## src/hdl/rk4d_pkg.sv

```systemverilog
// rk4d_pkg: shared widths, codes, structs and the microcode ROM of the
// Duffing RK4 step block. Depends on nothing; every hdl/ file imports it.
package rk4d_pkg;

  // Number formats
  localparam int FRAC_BITS = 16;
  localparam int DATA_W    = 32;
  localparam int OP_W      = DATA_W + 1;      // multiplier operand, signed
  localparam int PROD_W    = 2 * OP_W;        // full product
  localparam int WIDE_W    = PROD_W + 1;      // headroom for rounding and sums
  localparam int ACC_W     = DATA_W + 2;      // f - damp - a1, exact
  localparam int WSUM_W    = DATA_W + 3;      // k1 + 2k2 + 2k3 + k4, exact

  typedef logic signed [DATA_W-1:0] q_t;

  localparam q_t Q_MAX = q_t'({1'b0, {(DATA_W-1){1'b1}}});
  localparam q_t Q_MIN = q_t'({1'b1, {(DATA_W-1){1'b0}}});

  // Configuration registers
  localparam int DT_W       = 17;
  localparam int ZETA_W     = 20;
  localparam int EPS_W      = 20;
  localparam int CFG_DATA_W = 20;
  localparam int CFG_IDX_W  = 2;

  localparam logic [CFG_IDX_W-1:0] CFG_STEP_SIZE       = CFG_IDX_W'(0);
  localparam logic [CFG_IDX_W-1:0] CFG_DAMPING_RATIO   = CFG_IDX_W'(1);
  localparam logic [CFG_IDX_W-1:0] CFG_CUBIC_STIFFNESS = CFG_IDX_W'(2);

  localparam logic [DT_W-1:0]   STEP_SIZE_RST = DT_W'(655);
  localparam logic [ZETA_W-1:0] DAMPING_RST   = ZETA_W'(6554);
  localparam logic [EPS_W-1:0]  CUBIC_RST     = EPS_W'(65536);

  typedef struct packed {
    logic [DT_W-1:0]   step_size;
    logic [ZETA_W-1:0] damping_ratio;
    logic [EPS_W-1:0]  cubic_stiffness;
  } cfg_t;

  // Divide by six, radix 16, one digit per cycle
  localparam int DIVISOR      = 6;
  localparam int DIV_ROUND    = DIVISOR / 2;
  localparam int DIV_DIGIT_W  = 4;
  localparam int DIV_DIGITS   = 9;
  localparam int DIV_W        = DIV_DIGIT_W * DIV_DIGITS;
  localparam int QUOT_W       = DATA_W + 1;
  localparam int REM_W        = 3;
  localparam int DIV_RECIP    = 43;            // floor(v*43/256) = floor(v/6), v < 96
  localparam int DIV_RECIP_W  = 6;
  localparam int DIV_RECIP_SH = 8;

  // Sequencer
  localparam int PC_W    = 4;
  localparam int STAGE_W = 2;

  typedef logic [PC_W-1:0]    pc_t;
  typedef logic [STAGE_W-1:0] stage_t;

  localparam stage_t STAGE_FIRST = stage_t'(0);
  localparam stage_t STAGE_LAST  = stage_t'(3);

  localparam pc_t PC_IDLE      = pc_t'(0);
  localparam pc_t PC_CALC_A    = pc_t'(1);
  localparam pc_t PC_MUL_SQ    = pc_t'(2);
  localparam pc_t PC_MUL_DAMP  = pc_t'(3);
  localparam pc_t PC_MUL_CU    = pc_t'(4);
  localparam pc_t PC_MUL_D1    = pc_t'(5);
  localparam pc_t PC_MUL_CUB   = pc_t'(6);
  localparam pc_t PC_WB_CUB    = pc_t'(7);
  localparam pc_t PC_ACC_SAT   = pc_t'(8);
  localparam pc_t PC_MUL_D2    = pc_t'(9);
  localparam pc_t PC_WB_D2     = pc_t'(10);
  localparam pc_t PC_DIV_START = pc_t'(11);
  localparam pc_t PC_DIV_WAIT  = pc_t'(12);
  localparam pc_t PC_OUT_WAIT  = pc_t'(13);
  localparam pc_t PC_COMMIT    = pc_t'(14);

  typedef enum logic [2:0] {
    COND_NONE, COND_ALWAYS, COND_NO_REQ, COND_STAGE_MORE, COND_DIV_BUSY, COND_OUT_FULL
  } cond_e;

  typedef enum logic [2:0] {MA_A1, MA_SQ, MA_ZETA, MA_DT, MA_EPS} mul_a_e;
  typedef enum logic [1:0] {MB_A1, MB_A2, MB_CU, MB_ACC} mul_b_e;
  typedef enum logic [2:0] {WB_NONE, WB_SQ, WB_DAMP, WB_CU, WB_D1, WB_CUB, WB_D2} wb_e;
  typedef enum logic [1:0] {ACC_NONE, ACC_PART, ACC_SAT} acc_e;

  // Datapath half of a control word
  typedef struct packed {
    logic   calc_a;
    mul_a_e mul_a;
    mul_b_e mul_b;
    logic   half_shift;
    wb_e    wb;
    acc_e   acc;
    logic   div_start;
    logic   commit;
  } dp_op_t;

  typedef struct packed {
    cond_e  cond;
    pc_t    target;
    dp_op_t op;
  } uword_t;

  // Sequencer to datapath
  typedef struct packed {
    logic   accept;
    stage_t stage;
    dp_op_t op;
  } ctrl_t;

  // One result
  typedef struct packed {
    q_t pos;
    q_t vel;
    q_t pos_lo;
    q_t pos_hi;
    q_t vel_lo;
    q_t vel_hi;
  } res_t;

  // Microcode ROM. A write-back takes the product issued in the step before.
  function automatic uword_t ucode_word(input pc_t pc);
    uword_t w;
    w        = '0;
    w.cond   = COND_NONE;
    w.target = PC_IDLE;
    unique case (pc)
      PC_IDLE: begin
        w.cond   = COND_NO_REQ;
        w.target = PC_IDLE;
      end
      PC_CALC_A: begin
        w.op.calc_a = 1'b1;
      end
      PC_MUL_SQ: begin
        w.op.mul_a = MA_A1;
        w.op.mul_b = MB_A1;
      end
      PC_MUL_DAMP: begin
        w.op.mul_a = MA_ZETA;
        w.op.mul_b = MB_A2;
        w.op.wb    = WB_SQ;
      end
      PC_MUL_CU: begin
        // damping product written back here takes the 2*zeta shift
        w.op.mul_a      = MA_SQ;
        w.op.mul_b      = MB_A1;
        w.op.half_shift = 1'b1;
        w.op.wb         = WB_DAMP;
      end
      PC_MUL_D1: begin
        w.op.mul_a = MA_DT;
        w.op.mul_b = MB_A2;
        w.op.wb    = WB_CU;
        w.op.acc   = ACC_PART;
      end
      PC_MUL_CUB: begin
        w.op.mul_a = MA_EPS;
        w.op.mul_b = MB_CU;
        w.op.wb    = WB_D1;
      end
      PC_WB_CUB: begin
        w.op.wb = WB_CUB;
      end
      PC_ACC_SAT: begin
        w.op.acc = ACC_SAT;
      end
      PC_MUL_D2: begin
        w.op.mul_a = MA_DT;
        w.op.mul_b = MB_ACC;
      end
      PC_WB_D2: begin
        w.op.wb  = WB_D2;
        w.cond   = COND_STAGE_MORE;
        w.target = PC_CALC_A;
      end
      PC_DIV_START: begin
        w.op.div_start = 1'b1;
      end
      PC_DIV_WAIT: begin
        w.cond   = COND_DIV_BUSY;
        w.target = PC_DIV_WAIT;
      end
      PC_OUT_WAIT: begin
        w.cond   = COND_OUT_FULL;
        w.target = PC_OUT_WAIT;
      end
      PC_COMMIT: begin
        w.op.commit = 1'b1;
        w.cond      = COND_ALWAYS;
        w.target    = PC_IDLE;
      end
      default: begin
        w.cond   = COND_ALWAYS;
        w.target = PC_IDLE;
      end
    endcase
    return w;
  endfunction

endpackage

```

## src/hdl/rk4d_sequencer.sv

```systemverilog
// rk4d_sequencer: microcode step counter, RK4 stage counter and jump
// conditions. Depends on rk4d_pkg (control word ROM and types).
module rk4d_sequencer (
  input  logic            clk_i,
  input  logic            rst_ni,
  input  logic            in_valid_i,
  input  logic            out_full_i,
  input  logic            div_busy_i,
  output logic            in_stall_o,
  output rk4d_pkg::ctrl_t ctrl_o
);
  import rk4d_pkg::*;

  pc_t    pc_q, pc_d;
  stage_t stage_q, stage_d;
  uword_t uw;
  logic   take;
  logic   idle;

  // fetch
  assign uw   = ucode_word(pc_q);
  assign idle = (pc_q == PC_IDLE);

  // jump condition
  always_comb begin
    unique case (uw.cond)
      COND_NONE:       take = 1'b0;
      COND_ALWAYS:     take = 1'b1;
      COND_NO_REQ:     take = !in_valid_i;
      COND_STAGE_MORE: take = (stage_q != STAGE_LAST);
      COND_DIV_BUSY:   take = div_busy_i;
      COND_OUT_FULL:   take = out_full_i;
      default:         take = 1'b0;
    endcase
  end

  // next step and stage; the stage loop step also advances the stage
  always_comb begin
    pc_d    = take ? uw.target : pc_t'(pc_q + 1'b1);
    stage_d = stage_q;
    if (idle && in_valid_i) begin
      stage_d = STAGE_FIRST;
    end else if (uw.cond == COND_STAGE_MORE) begin
      stage_d = stage_t'(stage_q + 1'b1);
    end
  end

  always_ff @(posedge clk_i or negedge rst_ni) begin
    if (!rst_ni) begin
      pc_q    <= PC_IDLE;
      stage_q <= STAGE_FIRST;
    end else begin
      pc_q    <= pc_d;
      stage_q <= stage_d;
    end
  end

  // control out
  always_comb begin
    ctrl_o.accept = idle && in_valid_i;
    ctrl_o.stage  = stage_q;
    ctrl_o.op     = uw.op;
  end

  assign in_stall_o = !idle;

endmodule

```

## config.mk

```make
export PLATFORM = sky130hd
export DESIGN_NAME = rk4d_sequencer
export DESIGN_NICKNAME = d
export VERILOG_FILES = /design/src/hdl/rk4d_pkg.sv /design/src/hdl/rk4d_sequencer.sv
export SDC_FILE = /design/constraint.sdc
export NUM_CORES = 1
export LEC_CHECK = 0
export ABC_AREA = 1
export BUFFER_PORTS_ARGS = -buffer_cell sky130_fd_sc_hd__buf_2
export CELL_PAD_IN_SITES_DETAIL_PLACEMENT = 0
export CELL_PAD_IN_SITES_GLOBAL_PLACEMENT = 2
export CORE_MARGIN = 1.5
export CORE_UTILIZATION = 25
export CTS_CLUSTER_DIAMETER = 60
export CTS_CLUSTER_SIZE = 24
export DETAILED_ROUTE_END_ITERATION = 10
export PLACE_DENSITY_LB_ADDON = 0.1
export SLEW_MARGIN = 20
export SYNTH_ARGS = -nofsm -noshare
export SYNTH_HDL_FRONTEND = slang
export SYNTH_SLANG_ARGS = --single-unit
```

## constraint.sdc

```tcl
create_clock -name clk_i -period 1.7 [get_ports clk_i]
set_input_delay 0.425 -clock clk_i [delete_from_list [all_inputs] [get_ports clk_i]]
set_output_delay 0.425 -clock clk_i [all_outputs]
set_load 0.01 [all_outputs]
```

==> impl_metrics.env <==
export IMPL_grt_first_pass_wirelength_mm=2.532
export IMPL_drt_met1_wl_um=793
export IMPL_numCtsBuffers=3
export IMPL_hpwl_mm=1.414
export IMPL_power_density_mw_per_mm2=1401
export IMPL_clock_latency_ns=0.24
export IMPL_ios=23
export IMPL_path_buf_inv=3
export IMPL_synth_top_cell_area_share_pct=22.30
export IMPL_violations="setup timing"
export IMPL_peakVddDrop_mv=0.8945
export IMPL_die_w_um=54.89
export IMPL_crit_path_max_incr_delay_ns=0.43
export IMPL_clkTransAtPathRegs_ns=0.04
export IMPL_drtIter0Drc=14
export IMPL_wl_per_cell_um=10.83
export IMPL_synthDistinctLibCells=24
export IMPL_drive_gt1_share_pct=63.16
export IMPL_cp_data_required_time_ns=1.27
export IMPL_fin_crit_ns=1.835
export IMPL_criticalPathCategory="reg -> out"
export IMPL_syn_area_um2=673.1
export IMPL_hold_violations=0
export IMPL_endpoint_kind="output pin"
export IMPL_h_tree_depth=1
export IMPL_cp_common_cell="buf_6"
export IMPL_synth_warnings=0
export IMPL_fin_hold_ws_ns=0.5135
export IMPL_maxCapViolations=0
export IMPL_core_mm2=0.002522
export IMPL_cts_tree="yes"
export IMPL_area_growth_pct=66.73
export IMPL_setup_violations=12
export IMPL_synth_ff_latch_count=6
export IMPL_final_nets=146
export IMPL_wl_met3_um=50
export IMPL_n_antenna_cell=0
export IMPL_startpoint_type="flop"
export IMPL_final_common_cell="buf_2"
export IMPL_slew_headroom_pct=80.74
export IMPL_fin_crit_sh_pct=107.9
export IMPL_num_fill_cells=283
export IMPL_gp_congestion=0.7848
export IMPL_row_count=18
export IMPL_antenna_found_initial=0
export IMPL_yosysSeqAreaShare_pct=22.30
export IMPL_slew_violations=0
export IMPL_viasPerCell=4.374
export IMPL_dr_pass1_iters=4
export IMPL_final_antenna_net_count=0
export IMPL_tightest_slew_ns=0.2880
export IMPL_clock_path_buffers=2
export IMPL_fin_skew_ns=0.0007934
export IMPL_hp_class="reg -> reg"
export IMPL_routed_via_count=713
export IMPL_portBuffers=22
export IMPL_crit_chain="buf_6 -> ha_4 -> inv_4 -> a21oi_4 -> or2_4 -> buf_6"
export IMPL_start_util_pct=26.69
export IMPL_status="finished, violations left"
export IMPL_cts_sinks=6
export IMPL_drt_wl_total_mm=1.766
export IMPL_drc=0
export IMPL_cp_slowest_cell="dfrtp_2"
export IMPL_finalPower_uw=1572
export IMPL_fin_ws_ns=-0.1349
export IMPL_reg2reg_slack_ns=0.03
export IMPL_critPathTopFamily="flip-flops"
export IMPL_overflow=0
export IMPL_syn_num_nets=106
export IMPL_mostFrequentLayoutCells="19 x buf_2, 13 x nand2_1, 11 x buf_4, 9 x inv_2, 9 x nor2_1"
export IMPL_cp_max_fo=4
export IMPL_p_leak_uw=0.0006213
export IMPL_die_area_mm2=0.003013
export IMPL_top_layer="met3"
export IMPL_fmax_mhz=545.0
export IMPL_grt_pass1_vias=595
export IMPL_fp_dieH_um=54.89
export IMPL_wl_met2_um=921
export IMPL_syn_avg_cell_area_um2=7.086
export IMPL_synth_top_area_cell="dfrtp_1"
export IMPL_synth_area_leaders="dfrtp_1 22%, ha_1 11%, nand2_1 10%"
export IMPL_cts_root_buf="clkbuf_4"
export IMPL_grt_max_degree=11
export IMPL_grt_use_total_pct=11.82
export IMPL_cp_arrival_ns=1.41
export IMPL_synthCells=95
export IMPL_rsz0062_at_grt="yes"
routing by layer:
| metal | up-vias | global-route usage, % |
|---|---|---|
| li1 | 377 | - |
| met1 | 327 | 16.34 |
| met2 | 9 | 19.64 |
| met3 | 0 | 0.8065 |
| met4 | 0 | 3.659 |
| met5 | - | 0 |
worst reg2reg max path, stage by stage (launching register included):
cell and delay (ns):
dfrtp_2 0.43, buf_6 0.14, ha_4 0.17, buf_4 0.13, inv_2 0.06, nand2_1 0.05, nand2_1 0.07, nand3_2 0.06
nor2_1 0.13, nand3_2 0.12, nand4_1 0.13, nand2_1 0.06
kinds of logic after synthesis:
logic type,share of synthesized area [%]
xor+xnor,2.603
compound gates,5.575
buf+inv,15.43
fa+ha+maj,11.15
simple gates,42.94
flops,22.30
power breakdown:
group	leakage [uW]	switching [uW]	internal [uW]
clock	0.0000138	45.0	79.4
sequential	0.0000768	69.3	183
combinational	0.000531	635	560
flip-flops by register name, summed over array words and instances (netlist names):
name,cells
pc_q,4
stage_q,2
area by class of cell:
type                       count  area (um^2)  area share (%)
clock buffer                   3        22.52           2.007
inverter                      19        78.83           7.023
multi-input combinational     67        554.3           49.39
sequential                     6        153.9           13.71
tap                           30        37.54           3.344
timing repair buffer          38        275.3           24.53
stage by stage:
step | area [um^2] | TNS [ns] | worst slack [ns] | std cells | util [%]
6_report | 1122 | -1.082 | -0.1349 | 163 | 44.49
4_1_cts | 998.5 | -1.221 | -0.1303 | 157 | 39.58
5_1_grt | 1122 | -2.417 | -0.1971 | 163 | 44.49
2_1_floorplan | 673.1 | 0 | 0.08688 | 95 | -
3_3_place_gp | 855.8 | 0 | 0.007615 | 151 | 33.93
3_5_place_dp | 855.8 | -0.007038 | -0.005480 | 151 | 33.93
cells in the mapped netlist (all sizes together):
cell and instances:
or2 1, nand2 20, nor3 1, a31oi 1
nor2 15, dfrtp 6, buf 3, nand4 4
nand3 12, a21oi 2, ha 6, o21ai 3
xor2 2, inv 19
final timing paths:
path | from | to | cells past startpoint
worst max-delay path | pc_q[0] | ctrl_o[6] | 6
worst min-delay path | stage_q[0] | stage_q[0] | 1
worst max register to register | pc_q[0] | pc_q[0] | 11
worst min register to register | stage_q[0] | stage_q[0] | 1
max in group asynchronous | rst_ni | pc_q[0] | 2
min in group asynchronous | rst_ni | pc_q[2] | 2
repair_timing:
| action | CTS | global route |
|---|---|---|
| hold buffers | 1 | 0 |
| pin swaps | 5 | 8 |
| cloned | 0 | 0 |
| resized for setup | 28 | 22 |
| setup buffers | 2 | 6 |
| hold endpoints to repair | 6 | 0 |
| endpoints found under the setup margin | 15 | 17 |
Note: power is estimated with default switching activity, not from simulation.
